### config.mk
export PLATFORM = sky130hd
export DESIGN_NAME = shell_quote_remover_flat
export DESIGN_NICKNAME = d
export VERILOG_FILES = /design/src/rtl/sqr_pkg.sv /design/src/rtl/sqr_in_if.sv /design/src/rtl/sqr_out_if.sv /design/src/rtl/shell_quote_remover.sv /design/src/rtl/sqr_decode.sv /design/src/flat_wrapper.sv
export SDC_FILE = /design/constraint.sdc
export NUM_CORES = 1
export LEC_CHECK = 0
export BUFFER_PORTS_ARGS = -buffer_cell sky130_fd_sc_hd__buf_4
export CAP_MARGIN = 10
export CORE_MARGIN = 2
export CORE_UTILIZATION = 65
export CTS_CLUSTER_DIAMETER = 30
export DETAILED_ROUTE_END_ITERATION = 10
export PLACE_DENSITY_LB_ADDON = 0.2
export SKIP_CTS_REPAIR_TIMING = 1
export SLEW_MARGIN = 20
export SYNTH_ARGS = -nofsm -noshare
export SYNTH_HDL_FRONTEND = slang
export SYNTH_SLANG_ARGS = --single-unit
### constraint.sdc
create_clock -name clk -period 8.2 [get_ports clk]
set_clock_uncertainty 0.2 [all_clocks]
set_input_delay 0.41 -clock clk [delete_from_list [all_inputs] [get_ports clk]]
set_output_delay 0.41 -clock clk [all_outputs]
set_load 0.1 [all_outputs]
### src/rtl/sqr_pkg.sv
package sqr_pkg;

	localparam int unsigned CHAR_W = 21;
	localparam int unsigned LEN_W = 16;

	localparam logic [LEN_W-1:0] LEN_CAP = 16'hFFFF;

	localparam logic [CHAR_W-1:0] CH_BACKSLASH = 21'h00005C;
	localparam logic [CHAR_W-1:0] CH_SQUOTE = 21'h000027;
	localparam logic [CHAR_W-1:0] CH_DQUOTE = 21'h000022;
	localparam logic [CHAR_W-1:0] CH_DOLLAR = 21'h000024;
	localparam logic [CHAR_W-1:0] CH_NEWLINE = 21'h00000A;

	typedef enum logic [1:0] {
		MODE_PLAIN = 2'd0,
		MODE_SINGLE = 2'd1,
		MODE_DOUBLE = 2'd2
	} mode_t;

	typedef struct packed {
		mode_t mode;
		logic esc;
		logic [LEN_W-1:0] count;
	} word_state_t;

	typedef struct packed {
		logic [CHAR_W-1:0] char_val;
		logic is_end;
		logic [LEN_W-1:0] len;
	} result_t;

	typedef struct packed {
		result_t [2:0] res;
		logic [1:0] count;
	} bundle_t;

endpackage

### src/rtl/sqr_in_if.sv
interface sqr_in_if;
	logic valid;
	logic ready;
	logic [sqr_pkg::CHAR_W-1:0] char_in;
	logic last_char;

	modport source (output valid, output char_in, output last_char, input ready);
	modport sink (input valid, input char_in, input last_char, output ready);
endinterface

### src/rtl/sqr_out_if.sv
interface sqr_out_if;
	logic valid;
	logic ready;
	logic [sqr_pkg::CHAR_W-1:0] char_out;
	logic is_end;
	logic [sqr_pkg::LEN_W-1:0] out_length;

	modport source (output valid, output char_out, output is_end, output out_length,
		input ready);
	modport sink (input valid, input char_out, input is_end, input out_length,
		output ready);
endinterface

### src/rtl/shell_quote_remover.sv
// A beat's results pass through the pending stage register and then the output register.
// Throughput: one beat per cycle while each beat yields at most one result and the sink is ready.
// A beat with k results (up to three) holds the input side until its last one moves to the output reg.
// Results leave one per cycle while the sink is ready; the output register lets input go on while one waits.
// Reset clears the quote mode, the pending backslash, the length count and all valid flags.
module shell_quote_remover (
	input logic clk,
	input logic arst_n,
	sqr_in_if.sink chars,
	sqr_out_if.source results
);

	sqr_pkg::word_state_t state_q;
	sqr_pkg::word_state_t nxt_state;
	sqr_pkg::bundle_t bundle;

	logic valid_s1;
	logic [1:0] rem_s1;
	sqr_pkg::result_t [2:0] res_s1;

	logic out_valid_q;
	sqr_pkg::result_t out_q;

	logic accept;
	logic out_load;

	sqr_decode u_decode (
		.cur(state_q),
		.ch(chars.char_in),
		.last(chars.last_char),
		.nxt(nxt_state),
		.bundle(bundle)
	);

	assign out_load = valid_s1 && (!out_valid_q || results.ready);
	assign chars.ready = !valid_s1 || (out_load && rem_s1 == 2'd1);
	assign accept = chars.valid && chars.ready;

	always_ff @(posedge clk or negedge arst_n) begin
		if (!arst_n) begin
			state_q.mode <= sqr_pkg::MODE_PLAIN;
			state_q.esc <= 1'b0;
			state_q.count <= '0;
			valid_s1 <= 1'b0;
			rem_s1 <= '0;
			out_valid_q <= 1'b0;
		end else begin
			if (accept) begin
				state_q <= nxt_state;
				valid_s1 <= bundle.count != 2'd0;
				rem_s1 <= bundle.count;
			end else if (out_load) begin
				valid_s1 <= rem_s1 != 2'd1;
				rem_s1 <= rem_s1 - 2'd1;
			end
			if (out_load) begin
				out_valid_q <= 1'b1;
			end else if (results.ready) begin
				out_valid_q <= 1'b0;
			end
		end
	end

	always_ff @(posedge clk) begin
		if (accept) begin
			res_s1 <= bundle.res;
		end else if (out_load) begin
			res_s1[0] <= res_s1[1];
			res_s1[1] <= res_s1[2];
		end
		if (out_load) begin
			out_q <= res_s1[0];
		end
	end

	assign results.valid = out_valid_q;
	assign results.char_out = out_q.char_val;
	assign results.is_end = out_q.is_end;
	assign results.out_length = out_q.len;

	a_s1_count: assert property (@(posedge clk) disable iff (!arst_n)
		valid_s1 |-> rem_s1 != 2'd0)
		else $error("pending stage holds no results");

	a_idle_ready: assert property (@(posedge clk) disable iff (!arst_n)
		!valid_s1 |-> chars.ready)
		else $error("input stalled with nothing pending");

	a_word_reset: assert property (@(posedge clk) disable iff (!arst_n)
		(chars.valid && chars.ready && chars.last_char) |=>
			(state_q.count == '0 && state_q.mode == sqr_pkg::MODE_PLAIN && !state_q.esc))
		else $error("word state not cleared after the last character");

	a_char_len: assert property (@(posedge clk) disable iff (!arst_n)
		(results.valid && !results.is_end) |-> results.out_length != '0)
		else $error("character result carries zero length");

endmodule

### src/rtl/sqr_decode.sv
module sqr_decode (
	input sqr_pkg::word_state_t cur,
	input logic [sqr_pkg::CHAR_W-1:0] ch,
	input logic last,
	output sqr_pkg::word_state_t nxt,
	output sqr_pkg::bundle_t bundle
);

	function automatic logic [sqr_pkg::LEN_W-1:0] sat_inc(input logic [sqr_pkg::LEN_W-1:0] v);
		if (v < sqr_pkg::LEN_CAP) begin
			return v + 1'b1;
		end
		return v;
	endfunction

	logic [sqr_pkg::LEN_W-1:0] cnt1;
	logic [sqr_pkg::LEN_W-1:0] cnt2;
	logic [1:0] emit;
	logic [sqr_pkg::CHAR_W-1:0] c0;
	logic special;
	sqr_pkg::word_state_t upd;
	sqr_pkg::result_t end_res;

	always_comb begin
		cnt1 = sat_inc(cur.count);
		cnt2 = sat_inc(cnt1);
		special = ch inside {sqr_pkg::CH_DQUOTE, sqr_pkg::CH_SQUOTE, sqr_pkg::CH_DOLLAR,
			sqr_pkg::CH_NEWLINE};
		upd = cur;
		emit = 2'd0;
		c0 = ch;
		case (cur.mode)
			sqr_pkg::MODE_SINGLE: begin
				if (ch == sqr_pkg::CH_SQUOTE) begin
					upd.mode = sqr_pkg::MODE_PLAIN;
				end else begin
					emit = 2'd1;
				end
			end
			sqr_pkg::MODE_DOUBLE: begin
				if (cur.esc) begin
					upd.esc = 1'b0;
					if (special) begin
						emit = 2'd1;
					end else begin
						emit = 2'd2;
						c0 = sqr_pkg::CH_BACKSLASH;
					end
				end else if (ch == sqr_pkg::CH_BACKSLASH) begin
					upd.esc = 1'b1;
				end else if (ch == sqr_pkg::CH_DQUOTE) begin
					upd.mode = sqr_pkg::MODE_PLAIN;
				end else begin
					emit = 2'd1;
				end
			end
			default: begin
				upd.mode = sqr_pkg::MODE_PLAIN;
				if (cur.esc) begin
					upd.esc = 1'b0;
					emit = 2'd1;
				end else if (ch == sqr_pkg::CH_BACKSLASH) begin
					upd.esc = 1'b1;
				end else if (ch == sqr_pkg::CH_SQUOTE) begin
					upd.mode = sqr_pkg::MODE_SINGLE;
				end else if (ch == sqr_pkg::CH_DQUOTE) begin
					upd.mode = sqr_pkg::MODE_DOUBLE;
				end else begin
					emit = 2'd1;
				end
			end
		endcase

		case (emit)
			2'd0: upd.count = cur.count;
			2'd1: upd.count = cnt1;
			default: upd.count = cnt2;
		endcase

		end_res.char_val = '0;
		end_res.is_end = 1'b1;
		end_res.len = upd.count;

		bundle.res[0].char_val = c0;
		bundle.res[0].is_end = 1'b0;
		bundle.res[0].len = cnt1;
		bundle.res[1].char_val = ch;
		bundle.res[1].is_end = 1'b0;
		bundle.res[1].len = cnt2;
		bundle.res[2] = end_res;
		bundle.count = emit + {1'b0, last};

		nxt = upd;
		if (last) begin
			bundle.res[emit] = end_res;
			nxt.mode = sqr_pkg::MODE_PLAIN;
			nxt.esc = 1'b0;
			nxt.count = '0;
		end
	end

endmodule

### src/flat_wrapper.sv
// flat-port wrapper written by rule: the top's interface ports become plain ports
module shell_quote_remover_flat 
  (clk, arst_n, chars_valid, chars_char_in, chars_last_char, chars_ready, results_valid, results_char_out, results_is_end, results_out_length, results_ready);
  sqr_in_if chars_i ();
  sqr_out_if results_i ();
  input logic clk;
  input logic arst_n;
  input wire logic [$bits(chars_i.valid)-1:0] chars_valid;
  input wire logic [$bits(chars_i.char_in)-1:0] chars_char_in;
  input wire logic [$bits(chars_i.last_char)-1:0] chars_last_char;
  output wire logic [$bits(chars_i.ready)-1:0] chars_ready;
  output wire logic [$bits(results_i.valid)-1:0] results_valid;
  output wire logic [$bits(results_i.char_out)-1:0] results_char_out;
  output wire logic [$bits(results_i.is_end)-1:0] results_is_end;
  output wire logic [$bits(results_i.out_length)-1:0] results_out_length;
  input wire logic [$bits(results_i.ready)-1:0] results_ready;
  assign chars_i.valid = chars_valid;
  assign chars_i.char_in = chars_char_in;
  assign chars_i.last_char = chars_last_char;
  assign chars_ready = chars_i.ready;
  assign results_valid = results_i.valid;
  assign results_char_out = results_i.char_out;
  assign results_is_end = results_i.is_end;
  assign results_out_length = results_i.out_length;
  assign results_i.ready = results_ready;
  shell_quote_remover u_core (.clk(clk), .arst_n(arst_n), .chars(chars_i), .results(results_i));
endmodule
==> metrics.md <==
| Metric | Value |
|---|---|
| Count of buffers from port buffering | 65 |
| Most numerous cell types in the synthesized netlist | 130 x edfxtp_1, 75 x nand2_1, 43 x o21ai_0 |
| Via density per instance | 6.67 |
| Max transition margin | 0.294 |
| Critical setup path kind | reg2reg |
| Top delay family on crit path | simple AND/OR/NAND/NOR gates |
| Max capacitance violation total | 0 |
| Largest fanout on the critical path | 16 |
| Die width | 114 um |
| Count of final max-slew check failures | 0 |
| Setup repair after global routing missed its margin | false |
| Number of warning messages in the yosys log | 0 |
| Via count of the routed design | 5928 |
| DRT Wirelength | 19700 um |
| Total number of placement rows | 40 |
| Cell area after synthesis | 7830 um^2 |
| Worst setup SP type | register |
| Sinks on the clock net | 153 |
| WP data required | 8.17 ns |
| Standby leakage power | 3.51 nW |
| Drt first-iter violations | 802 |
| Area share of the largest cell type after synthesis | 0.499 |
| Buffers from clock root to sink, at most | 2 |
| Number of instances in the placed design | 856 |
| Dominant cell type by count on the critical path | and4_1 |
| Final Setup Violations | 0 |
| Vias in the first global route | 5732 |
| Worst-Skew Late Latency | 0.43 ns |
| Highest Clock Rate | 219 MHz |
| Num CTS Buffers | 17 |
| # DRC | 0 |
| Proportion of synthesized chip area in sequential cells | 0.572 |
| Cell types with the largest area share after synthesis | edfxtp_1 50%, dfrtp_1 7.4%, nand2_1 3.6% |
| Data arrival time at the worst-slack endpoint | 4.55 ns |
| Leading area contributor after synthesis | edfxtp_1 |
| Global-route wire length before repair | 31000 um |
| Post-synthesis sequential element count | 153 |
| Post-synth EDFFs | 130 |
| Average cell area after synthesis | 11.4 um^2 |
| Worst Setup End Kind | register |
| Clock tree from TritonCTS | done |
| Starting density of the core | 0.660 |
| Antenna violations before repair | 0 |
| Cell with the biggest individual delay on the critical path | dfrtp_1 |
| Critical path's largest stage delay | 0.69 ns |
| Drt first pass iters | 6 |
| Final weighted congestion of routability-driven global placement | 0.940 |
| Power density normalized to cell area | 414 nW/um^2 |
| Type of the worst min-delay path | in2reg |
| Ordered list of cells on the worst path | and4_1 > and4_1 > mux2i_1 > inv_1 > ha_1 > o2111a_1 > and3_1 > a31o_2 > a22oi_2 > a2bb2oi_1 > nand3_1 |
| Register clock-pin slew on the reported worst setup and hold paths | 0.06 ns |
| All-Layer GR Usage | 0.318 |
| Number of top-level pins | 66 |
| Share of synthesized flip-flops with an asynchronous set or reset | 0.150 |
| Worst path buffer plus inverter count | 1 |
| Tot Pwr | 3.71 mW |
| Clock period minus final worst setup slack | 4.57 ns |
| Fraction of layout cells with a size suffix above 1 | 0.185 |
| Distinct cell type count after synthesis | 80 |
| Final instance count without filler cells | 889 |
| Synth-to-Final Area Change | 14.3% |
| Floorplan Core Area | 11900 um^2 |
| Layout Nets | 761 |
| Share of the clock period used by the worst path after layout | 0.557 |
| Clock root buffer | clkbuf_16 |
| Total nets after synthesis | 720 |
| Post-route setup TNS | 0 ns |
| Most frequently used flop master after synthesis | edfxtp_1 |
| Maximum number of pins on one net before global-route repair | 104 |
| Y dimension of the die | 114 um |
| Highest ir drop seen on vdd | 0.455 mV |
| Post-route antenna net violation count | 0 |
| Area of the die | 12900 um^2 |
| Slew at the pin closest to its max-slew limit | 1.06 ns |
| Run status | complete, no violations |
| Average detailed-routed wire length per instance | 22.1 um |
| Library cell with the highest instance count after synthesis | edfxtp_1 |
| Number of levels in the clock H-tree | 4 |
| Number of antenna cells inserted | 0 |
| Total congestion overflow | 0 |
| Hold violation total from the final report | 0 |
| Instance count of the mapped netlist | 688 |
| Placed wire-length estimate after detailed placement | 12800 um |
[report_power, final]
part	switching [mW]	total (mW)	leakage, nW	internal, mW
Clock	0.332	0.817	0.296	0.485
Combinational	1.13	1.43	1.62	0.301
Sequential	0.137	1.46	1.60	1.32
Total	1.60	3.71	3.51	2.11
[cell families after synthesis]
| logic type | Yosys count | synth area share |
|---|---|---|
| DFF | 153 | 0.572 |
| adders and majority gates | 6 | 0.00959 |
| xor gates and xnor gates | 22 | 0.0246 |
| and+or+nand+nor | 233 | 0.159 |
| buffers and inverters | 65 | 0.0369 |
| AOI/OAI and AO/OA | 189 | 0.172 |
| muxes | 20 | 0.0261 |
[layout make-up]
cell class | instances | area [um^2]
multi-input combinational | 470 | 3080
inverter | 17 | 63.8
clock inverter | 15 | 189
tap | 147 | 184
clock buffer | 17 | 425
sequential | 153 | 4480
timing repair buffer | 70 | 528
fill | 779 | 2910
[metal layers]
layer	share of wire	vias up	track usage
li1	-	2703	-
met1	0.42	2839	0.456
met2	0.45	348	0.477
met3	0.10	38	0.0760
met4	0.024	0	0.123
met5	0	-	0
[path summary, 6_finish.rpt]
check	start	to	slack (ns)	cells after the start
max in group asynchronous	arst_n	u_core.rem_s1[0]	7.29	2
worst min-delay path	chars_valid	u_core.valid_s1	0.05	3
worst max register to register	u_core.state_q[3]	u_core.res_s1[38]	3.63	11
worst min register to register	u_core.res_s1[23]	u_core.results.char_out[6]	0.22	0
min in group asynchronous	arst_n	u_core.state_q[9]	0.24	2
worst max-delay path	u_core.state_q[3]	u_core.res_s1[38]	3.63	11
[registers in the layout (all words and copies together) (netlist names)]
signal                     count
u_core.res_s1                 92
u_core.results.char_out       21
u_core.state_q                19
u_core.results.out_length     16
u_core.rem_s1                  2
u_core.results.is_end          1
u_core.results.valid           1
u_core.valid_s1                1
[stage by stage]
| step | cell area, um^2 | hold WS (ns) | util | setup slack (ns) |
|---|---|---|---|---|
| after global routing | 8950 | 0.0790 | 0.754 | 3.41 |
| after CTS | 8940 | -0.306 | 0.753 | 3.74 |
| after floorplan | 7830 | -0.0856 | - | 2.91 |
| after detailed placement | 8320 | 0.150 | 0.702 | 3.76 |
| after global placement | 8320 | 0.145 | 0.702 | 3.77 |
| final | 8950 | 0.0484 | 0.754 | 3.63 |
[worst register-to-register path: stages, from the launching register on]
cell and delay (ns):
dfrtp_1 0.69, and4_1 0.54, and4_1 0.53, mux2i_1 0.46, inv_1 0.09, ha_1 0.25
o2111a_1 0.26, and3_1 0.32, a31o_2 0.30, a22oi_2 0.35, a2bb2oi_1 0.23, nand3_1 0.09
[placed cells by master, fill, tap and decap left out, types with 17 or more instances in the layout]
cell	netlist	final
nor2_1	32	32
a22o_1	28	28
nand2_1	75	72
a21oi_1	30	30
mux2i_1	17	17
buf_4	4	69
nand3_1	17	17
o21ai_0	43	43
and3_1	27	27
edfxtp_1	130	130
clkbuf_16	0	17
dfrtp_1	23	23
Power figures use the tool's default switching activity.
